==> src/rtl/ioc_pkg.sv <==
`timescale 1ns / 1ps
// ----------------------------------------------------------------------------
// ioc_pkg
// Shared types and constants of the in-order completion ring.
// ----------------------------------------------------------------------------
package ioc_pkg;

  localparam int CAP_W          = 9;
  localparam int SLOT_W         = 8;
  localparam int VAL_W          = 64;
  localparam int CNT_W          = 9;
  localparam int DEF_DEPTH      = 256;
  localparam int DEF_DATA_WIDTH = 64;

  localparam logic [CAP_W-1:0] CAP_RESET = 9'd256;

  localparam int S_TDATA_W = 72;
  localparam int M_TDATA_W = 88;
  localparam int TUSER_W   = 2;

  typedef enum logic [1:0] {
    ACT_PUSH     = 2'd0,
    ACT_DISPATCH = 2'd1,
    ACT_COMPLETE = 2'd2,
    ACT_RETIRE   = 2'd3
  } ioc_action_e;

  typedef enum logic [1:0] {
    ST_OK    = 2'd0,
    ST_FULL  = 2'd1,
    ST_EMPTY = 2'd2,
    ST_RANGE = 2'd3
  } ioc_status_e;

  typedef struct packed {
    ioc_status_e       status;
    logic [SLOT_W-1:0] out_slot;
    logic [VAL_W-1:0]  out_value;
    logic [CNT_W-1:0]  retired_count;
  } ioc_res_t;

endpackage

==> src/rtl/ioc_out_stage.sv <==
`timescale 1ns / 1ps
// ----------------------------------------------------------------------------
// ioc_out_stage
// Output register of the result stream; packs a result word into tdata/tuser.
// ----------------------------------------------------------------------------
module ioc_out_stage (
  input  logic                              clk_i,
  input  logic                              rst_ni,
  input  logic                              res_valid_i,
  input  ioc_pkg::ioc_res_t                 res_i,
  output logic                              res_ready_o,
  output logic                              out_valid_o,
  input  logic                              out_ready_i,
  // out_slot[7:0], out_value[71:8], retired_count[80:72], zero fill
  output logic [ioc_pkg::M_TDATA_W-1:0]     out_data_o,
  // status[1:0]
  output logic [ioc_pkg::TUSER_W-1:0]       out_user_o
);
  import ioc_pkg::*;

  logic     vld_q, vld_d;
  ioc_res_t data_q;

  assign res_ready_o = !vld_q || out_ready_i;

  always_comb begin
    vld_d = vld_q;
    if (out_ready_i) begin
      vld_d = 1'b0;
    end
    if (res_valid_i && res_ready_o) begin
      vld_d = 1'b1;
    end
  end

  always_ff @(posedge clk_i or negedge rst_ni) begin
    if (!rst_ni) begin
      vld_q <= 1'b0;
    end else begin
      vld_q <= vld_d;
    end
  end

  always_ff @(posedge clk_i) begin
    if (res_valid_i && res_ready_o) begin
      data_q <= res_i;
    end
  end

  assign out_valid_o = vld_q;
  assign out_data_o  = {(M_TDATA_W - SLOT_W - VAL_W - CNT_W)'(0),
                        data_q.retired_count, data_q.out_value, data_q.out_slot};
  assign out_user_o  = data_q.status;

endmodule
==> config.mk <==
export PLATFORM = sky130hd
export DESIGN_NAME = ioc_out_stage
export DESIGN_NICKNAME = d
export VERILOG_FILES = /design/src/rtl/ioc_pkg.sv /design/src/rtl/ioc_out_stage.sv
export SDC_FILE = /design/constraint.sdc
export NUM_CORES = 1
export LEC_CHECK = 0
export ABC_AREA = 1
export BUFFER_PORTS_ARGS = -buffer_cell sky130_fd_sc_hd__buf_2
export CORE_UTILIZATION = 40
export CTS_CLUSTER_DIAMETER = 60
export DETAILED_ROUTE_END_ITERATION = 12
export GPL_TIMING_DRIVEN = 0
export PLACE_DENSITY = 0.78
export SKIP_CTS_REPAIR_TIMING = 1
export SLEW_MARGIN = 0
export SYNTH_ARGS = -nofsm -noshare
export SYNTH_HDL_FRONTEND = slang
export SYNTH_SLANG_ARGS = --single-unit
==> constraint.sdc <==
create_clock -name clk_i -period 5.65 [get_ports clk_i]
set_clock_uncertainty 0.15 [all_clocks]
set_input_delay 0.8475 -clock clk_i [delete_from_list [all_inputs] [get_ports clk_i]]
set_output_delay 0.8475 -clock clk_i [all_outputs]
set_load 0.03 [all_outputs]
==> out/results.txt, run 1 <==
status: completed
peak supply drop: 0.1849 mV
via total after detailed routing: 1589
Worst slew margin: 0.5962
ANT nets after route: 0
Worst Slack Setup Final: 3.339 ns
fin nets: 375
Comb power frac: 0.130
fin crit period: 2.311 ns
Clock power frac: 0.282
DRC: 0
PortBufs: 171
initial antenna violation count: 0
critical path capture point type: primary output
commonest non-fill, non-tap cells in the layout: buf_2 (171), edfxtp_1 (83), clkbuf_8 (9)
clk_lat worst skew: 0.33 ns
hpwl dp: 4165 µm
Yosys reg bits: 84
Tot Pwr: 1.248 mW
top-area cell type share of the netlist area: 0.9609
pin count of the biggest net entering global routing: 31
drt total wl: 5319 µm
Psw: 313.0 µW
Post-Place Worst Slack: 3.244 ns
DR vias/cell: 4.318
fmax: 0.4328 GHz
Switching Share: 0.2508
row count: 28
# diodes: 0
Post-Syn Area per Cell: 26.74 µm²
Die Area: 6810 µm²
Die W: 82.53 µm
Tightest Hold Check Type: primary input to async pin
CP Class: primary input to primary output
setup violators final: 0
DR WL/cell: 14.45 µm
clock sinks: 84
Pleak: 1.663 nW
GRT Overall Usage: 0.1567
Data arrival, critical path: 1.31 ns
CTS tree: built
post-synth cell types: 7
Worst Reg-to-Reg Cells: 3
maximum fanout along the worst path: 2
Crit. Startpoint: out_ready_i
Max Cap Violations: 0
fin crit share: 0.4089
Top Ports: 179
Inserted Clock Buffers: 9
clock-pin slew on the worst setup and hold paths: 0.08 ns
FF-to-FF Start: out_valid_o$_DFFE_PN0P_
CTS Buffer Depth: 2
Syn Inst Count: 97
Seq pwr share: 0.588
Slew @ Worst Pin: 0.6043 ns
share of cells above drive strength 1: 0.6655
Synth warnings: 0
Placeable Area: 6096 µm²
Layout fillers: 484
cell taking the most area after synthesis: edfxtp_1
Area contributors post-synth: edfxtp_1 (96%), buf_4 (2.0%), dfrtp_1 (0.96%), inv_1 (0.29%), nand2_1 (0.29%)
Final Hold Vio Count: 0
unrepaired setup endpoints after global routing: false
aggregate global routing overflow: 0
P per Cell Area: 327.3 nW/µm²
Area Overhead vs Synth: 46.99%
cell area after synthesis: 2594 µm²
first-pass GRT wire length: 7238 µm
Root Driver: clkbuf_8
height of the chip: 82.53 µm
crit start category: primary input
H-tree level count: 3
Initial DRT Pass Iterations: 4
Initial Util: 0.4255
most common cell after layout, fill and taps aside: buf_2
Final Max Tran Viols: 0
Initial DRC Count: 26
vias in the first global route: 1606
RD Place Congestion: 0.6961
Int Power: 935.0 µW
Crit path required time: 4.65 ns
sequential share of the synthesized area: 0.9706
==> layer usage <==
layer | GRT usage | vias up | part of all wire
li1 | - | 745 | -
met2 | 0.2744 | 111 | 0.51
met1 | 0.1559 | 719 | 0.34
met3 | 0.05604 | 14 | 0.11
met4 | 0.1034 | 0 | 0.027
met5 | 0 | - | 0
==> cell type report <==
class / count / area [µm²] / area share
Inverter: 2 / 7.507 / 0.001969
Multi-Input combinational cell: 10 / 50.05 / 0.01313
Clock inverter: 5 / 28.78 / 0.007548
Sequential cell: 84 / 2517 / 0.6603
Timing Repair Buffer: 174 / 930.9 / 0.2442
Tap cell: 75 / 93.84 / 0.02461
Clock buffer: 11 / 131.4 / 0.03446
Buffer: 7 / 52.55 / 0.01378
==> flip-flops by register name (all words and copies together), names as in the netlist <==
register and cells:
out_valid_o 1, out_user_o 2, out_data_o 81
==> kinds of logic (layout without fill, tap and decap cells) <==
logic type,Yosys count,count (layout),share of synthesized area
flops,84,84,0.9706
compound gates,1,1,0.001928
buf+inv,9,199,0.02316
other cells,1,7,0.001446
simple gates,2,2,0.002895
==> power by group through the flow <==
stage	Combinational [mW]	Sequential, mW	Clock (mW)
floorplan	0.0226	0.822	0
global placement	0.152	0.753	0
finish	0.163	0.733	0.352
global route	0.173	0.737	0.385
CTS	0.164	0.734	0.365
detailed placement	0.164	0.748	0
==> metrics by stage <==
stage,hold WS (ns),std cells,TNS (ns),utilization,instance area (µm²)
6_report,0.1198,368,0,0.6254,3812
3_3_place_gp,0.3623,349,-104.60,0.5850,3566
4_1_cts,0.09889,368,0,0.6254,3812
2_1_floorplan,0.4019,103,0,-,2616
5_1_grt,0.1046,368,0,0.6254,3812
3_5_place_dp,0.4395,352,0,0.5991,3652
==> final timing paths <==
check                                           end  slack [ns]
max                                     res_ready_o        3.34
min                         out_valid_o$_DFFE_PN0P_        0.12
max reg2reg                out_data_o[52]$_DFFE_PP_        3.82
min reg2reg                 out_valid_o$_DFFE_PN0P_        0.46
max in group asynchronous   out_valid_o$_DFFE_PN0P_        5.15
min in group clk_i          out_valid_o$_DFFE_PN0P_        0.46
==> critical path, stage by stage <==
cell     delay [ns]
buf_2          0.09
inv_1          0.10
nand2_1        0.08
buf_2          0.18
==> synthesized netlist by cell type <==
cell type,instances
nand2_1,2
buf_4,7
dfrtp_1,1
edfxtp_1,83
conb_1,1
inv_1,2
a21oi_1,1
Power figures use the tool's default switching activity.
==> run 2: changes to the inputs <==
==> constraint.sdc (replaced) <==
create_clock -name clk_i -period 2.3 [get_ports clk_i]
set_clock_uncertainty 0.15 [all_clocks]
set_input_delay 0.345 -clock clk_i [delete_from_list [all_inputs] [get_ports clk_i]]
set_output_delay 0.345 -clock clk_i [all_outputs]
set_load 0.03 [all_outputs]
==> out/results.txt, run 2 (same netlist as run 1, synthesis figures left out) <==
Max Cap Violations: 0
unrepaired setup endpoints after global routing: false
fin crit period: 1.696 ns
Clock power frac: 0.335
FF-to-FF Start: out_valid_o$_DFFE_PN0P_
Pleak: 1.695 nW
row count: 28
DRC: 0
maximum fanout along the worst path: 24
crit start category: register
Switching Share: 0.2273
Inserted Clock Buffers: 9
height of the chip: 82.53 µm
GRT Overall Usage: 0.1583
PortBufs: 171
terminus of the critical flop-to-flop path: out_data_o[44]$_DFFE_PP_
Seq pwr share: 0.544
commonest non-fill, non-tap cells in the layout: buf_2 (171), edfxtp_1 (83), clkbuf_8 (10)
crit-path most repeated cell: buf_16
Die Area: 6810 µm²
clock sinks: 84
area of the multi-input gates: 50.05 µm²
critical path capture point type: register
DR WL/cell: 14.19 µm
register area: 2519 µm²
fmax: 0.5898 GHz
CP Buf/Inv Count: 2
HP Start: res_i[78]
clk_lat worst skew: 0.33 ns
Post-Place Worst Slack: 0.5435 ns
clock-pin slew on the worst setup and hold paths: 0.08 ns
share of cells above drive strength 1: 0.6633
Initial Util: 0.4255
Area Overhead vs Synth: 49.45%
Worst path max stage delay: 0.44 ns
status: completed
Root Driver: clkbuf_8
setup violators final: 0
Die W: 82.53 µm
Int Power: 2.557 mW
Initial DRC Count: 39
Layout fillers: 466
CP Class: register to register
CP delay by family, top: flip-flops
initial antenna violation count: 0
ANT nets after route: 0
CTS tree: built
H-tree level count: 3
Worst Hold Path EP: out_data_o[5]$_DFFE_PP_
via total after detailed routing: 1576
Comb power frac: 0.121
peak supply drop: 0.5062 mV
Worst Slack Setup Final: 0.6044 ns
P per Cell Area: 853.7 nW/µm²
fin crit share: 0.7372
Tot Pwr: 3.309 mW
final hold slack: 0.03042 ns
Psw: 752.0 µW
aggregate global routing overflow: 0
Worst Reg-to-Reg Cells: 3
fin nets: 376
Final Hold Vio Count: 0
Data arrival, critical path: 1.58 ns
R2R Setup Slk: 0.60 ns
first-pass GRT wire length: 7376 µm
max FFs per register: 81
Placeable Area: 6096 µm²
worst hold path depth: 1
DR vias/cell: 4.271
CTS Buffer Depth: 2
slowest CP cell: dfrtp_2
cell breakdown of the critical path: a21oi_4 > buf_16 > buf_16
Cells after DPL: 352
hpwl dp: 4076 µm
drt total wl: 5235 µm
Top Ports: 179
utilization after layout: 0.6359
final std cells w/o fill: 369
final setup TNS: 0 ns
# diodes: 0
Tightest Hold Check Type: primary input to register
most common cell after layout, fill and taps aside: buf_2
Final Max Tran Viols: 0
pin count of the biggest net entering global routing: 32
vias in the first global route: 1531
placed cell areas: 3654 µm²
RD Place Congestion: 0.6895
Crit path required time: 2.19 ns
fin area: 3876 µm²
Initial DRT Pass Iterations: 4
## run 2: changes by cell type in the layout (fill, tap and decap cells not counted), sizes merged
cell / previous run / this run
clkbuf: 11 / 14
clkinv: 3 / 0
bufinv: 0 / 2
clkinvlp: 2 / 0
dlygate4sd3: 0 / 1
## run 2: how the worst max path moves through the flow
stage	slack, ns	cells past startpoint	to	startpoint
6_report	0.60	3	out_data_o[44]$_DFFE_PP_	out_valid_o$_DFFE_PN0P_
3_5_place_dp	0.54	5	out_data_o[49]$_DFFE_PP_	out_ready_i
3_3_place_gp	-0.53	3	out_data_o[65]$_DFFE_PP_	out_ready_i
5_1_grt	0.54	3	out_data_o[49]$_DFFE_PP_	out_valid_o$_DFFE_PN0P_
2_1_floorplan	-0.20	1	out_data_o[0]$_DFFE_PP_	out_valid_o$_DFFE_PN0P_
4_1_cts	0.60	3	out_data_o[49]$_DFFE_PP_	out_valid_o$_DFFE_PN0P_
## run 2: power by group through the flow
stage / logic [mW] / registers, mW / clock network (mW)
after floorplan: 0.0575 / 2.01 / 0
after global placement: 0.374 / 1.84 / 0
after CTS: 0.403 / 1.80 / 1.14
after global routing: 0.428 / 1.81 / 1.20
after detailed placement: 0.403 / 1.84 / 0
final: 0.401 / 1.80 / 1.11
## run 2: routing by layer
layer	wire length [µm]	vias up	part of all wire	track usage
met5	0	-	0	0
met4	84	0	0.016	0.09138
met3	725	9	0.14	0.07692
met2	2648	115	0.51	0.2595
met1	1776	704	0.34	0.1651
li1	-	748	-	-
## run 2: final cells by class
cell class	instances	area share
Clock inverter	2	0.01549
Sequential cell	84	0.6498
Timing Repair Buffer	175	0.2427
Multi-Input combinational cell	10	0.01291
Buffer	7	0.01356
Clock buffer	14	0.03938
Inverter	2	0.001937
Tap cell	75	0.02421
==> run 3: changes to the inputs <==
--- a/config.mk
+++ b/config.mk
@@ -5,13 +5,13 @@
 export SDC_FILE = /design/constraint.sdc
 export NUM_CORES = 1
 export LEC_CHECK = 0
-export ABC_AREA = 1
+export ABC_AREA = 0
 export BUFFER_PORTS_ARGS = -buffer_cell sky130_fd_sc_hd__buf_2
-export CORE_UTILIZATION = 40
+export CORE_UTILIZATION = 37
 export CTS_CLUSTER_DIAMETER = 60
 export DETAILED_ROUTE_END_ITERATION = 12
 export GPL_TIMING_DRIVEN = 0
-export PLACE_DENSITY = 0.78
+export PLACE_DENSITY = 0.76
 export SKIP_CTS_REPAIR_TIMING = 1
 export SLEW_MARGIN = 0
 export SYNTH_ARGS = -nofsm -noshare
==> constraint.sdc (replaced) <==
create_clock -name clk_i -period 1.5 [get_ports clk_i]
set_clock_uncertainty 0.15 [all_clocks]
set_input_delay 0.225 -clock clk_i [delete_from_list [all_inputs] [get_ports clk_i]]
set_output_delay 0.225 -clock clk_i [all_outputs]
set_load 0.03 [all_outputs]
==> out/results.txt, run 3 <==
Layout fillers: 459
maximum fanout along the worst path: 42
P per Cell Area: 1072 nW/µm²
RD Place Congestion: 0.7388
Max Cap Violations: 0
row count: 30
Post-synth ARST share: 0.01190
Worst slew margin: 0.6284
DR WL/cell: 15.06 µm
Synth warnings: 0
commonest non-fill, non-tap cells in the layout: buf_2 (171), dlygate4sd3_1 (85), edfxtp_1 (83)
Crit path required time: 1.32 ns
DR vias/cell: 4.079
Worst Slack Setup Final: -0.08247 ns
Switching Share: 0.2631
Comb power frac: 0.156
count leader, synth: edfxtp_1
sequential share of the synthesized area: 0.9673
Syn Inst Count: 95
ANT nets after route: 0
pin count of the biggest net entering global routing: 84
Tightest Hold Check Type: primary input to async pin
crit start category: register
drt total wl: 7077 µm
critical path capture point type: register
H-tree level count: 3
Inserted Clock Buffers: 9
clock sinks: 84
Area contributors post-synth: edfxtp_1 (96%), buf_4 (2.0%), dfrtp_1 (0.96%), nand2b_4 (0.53%), and2_4 (0.34%)
fin crit period: 1.582 ns
Int Power: 3.662 mW
failing checks: negative setup slack
CTS Buffer Depth: 2
status: finished, violations left
Final Hold Vio Count: 0
aggregate global routing overflow: 0
Top Ports: 179
Clock power frac: 0.287
Slew @ Worst Pin: 0.5575 ns
post-synth cell types: 7
Initial DRC Count: 46
Die W: 85.87 µm
Initial Util: 0.3831
DRC: 0
CP Class: register to register
CTS tree: built
CP Buf/Inv Count: 0
PortBufs: 171
share of cells above drive strength 1: 0.5267
height of the chip: 85.87 µm
Pleak: 1.988 nW
Area Overhead vs Synth: 78.22%
GRT Overall Usage: 0.1450
max FFs per register: 81
R2R Setup Slk: -0.08 ns
fin nets: 456
CP delay by family, top: simple AND/OR/NAND/NOR gates
slowest CP cell: and2_4
clock-pin slew on the worst setup and hold paths: 0.08 ns
initial antenna violation count: 0
fin crit share: 1.055
terminus of the critical flop-to-flop path: out_data_o[47]$_DFFE_PP_
cell taking the most area after synthesis: edfxtp_1
Die Area: 7373 µm²
cell area after synthesis: 2602 µm²
utilization after layout: 0.6827
FF-to-FF Start: out_valid_o$_DFFE_PN0P_
Synth Flop Type: edfxtp_1
Post-synth EDFFs: 83
most common cell after layout, fill and taps aside: buf_2
Worst path max stage delay: 0.50 ns
Root Driver: clkbuf_8
Psw: 1.308 mW
fmax: 0.6319 GHz
Post-Syn Area per Cell: 27.39 µm²
Placeable Area: 6794 µm²
unrepaired setup endpoints after global routing: true
Final Max Tran Viols: 0
# diodes: 0
cell breakdown of the critical path: nand2b_4 > and2_4
Yosys reg bits: 84
top-area cell type share of the netlist area: 0.9577
first-pass GRT wire length: 7527 µm
vias in the first global route: 1522
setup violators final: 83
most frequent cells after synthesis: edfxtp_1 (83), buf_4 (7)
Worst Reg-to-Reg Cells: 2
via total after detailed routing: 1917
Initial DRT Pass Iterations: 4
Data arrival, critical path: 1.41 ns
peak supply drop: 0.6570 mV
Post-Place Worst Slack: -0.4119 ns
Seq pwr share: 0.557
clk_lat worst skew: 0.34 ns
[run 3: metrics by stage]
step	instances	power (mW)	instance area, µm²	TNS [ns]	hold WS (ns)
final	470	4.970	4638	-4.766	0.04147
after global placement	368	3.389	3602	-30.59	-0.1497
after CTS	384	4.820	3779	-35.21	-0.5396
after floorplan	101	3.166	2626	-29.30	-0.2206
after detailed placement	368	3.404	3602	-33.90	-0.1492
after global routing	470	5.147	4638	-9.041	0.03755
[run 3: cells by family after synthesis]
| group | synth area share |
|---|---|
| AND/OR/NAND/NOR | 0.01106 |
| flip-flops | 0.9673 |
| buffers and inverters | 0.02019 |
| other | 0.001441 |
[run 3: worst max-delay path by stage]
stage                            start                       end  slack (ns)  cells past startpoint
2_1_floorplan  out_valid_o$_DFFE_PN0P_   out_data_o[0]$_DFFE_PP_       -0.35                      2
3_3_place_gp   out_valid_o$_DFFE_PN0P_  out_data_o[74]$_DFFE_PP_       -0.37                      2
3_5_place_dp   out_valid_o$_DFFE_PN0P_  out_data_o[25]$_DFFE_PP_       -0.41                      2
4_1_cts        out_valid_o$_DFFE_PN0P_  out_data_o[47]$_DFFE_PP_       -0.43                      2
5_1_grt        out_valid_o$_DFFE_PN0P_  out_data_o[58]$_DFFE_PP_       -0.14                      2
6_report       out_valid_o$_DFFE_PN0P_  out_data_o[47]$_DFFE_PP_       -0.08                      2
[run 3: per-layer routing]
metal  global-route usage  up-vias  part of all wire
met5                    0        -                 0
met4              0.08636        0             0.022
met3              0.07411       14             0.082
met2               0.2359      114              0.54
met1               0.1497      882              0.36
li1                     -      907                 -
[run 3: worst reg2reg max path: cells and delay by family, from the launching register on]
family | cells | cell delay (ns)
AND/OR/NAND/NOR | 2 | 0.60
flip-flops | 1 | 0.44
[run 3: power by group through the flow]
stage	clock network (mW)	logic [mW]	registers, mW
2_1_floorplan	0	0.0887	3.08
3_3_place_gp	0	0.576	2.81
3_5_place_dp	0	0.586	2.82
4_1_cts	1.47	0.586	2.77
5_1_grt	1.55	0.815	2.78
6_report	1.43	0.774	2.77
[run 3: cell type report]
| class | instances | area, µm² | share of cell area |
|---|---|---|---|
| buffer | 7 | 52.55 | 0.01133 |
| clock buffer | 9 | 123.9 | 0.02671 |
| clock inverter | 7 | 52.55 | 0.01133 |
| multi-input combinational | 11 | 63.81 | 0.01376 |
| sequential | 84 | 2519 | 0.5430 |
| tap | 96 | 120.1 | 0.02590 |
| timing repair buffer | 256 | 1707 | 0.3680 |
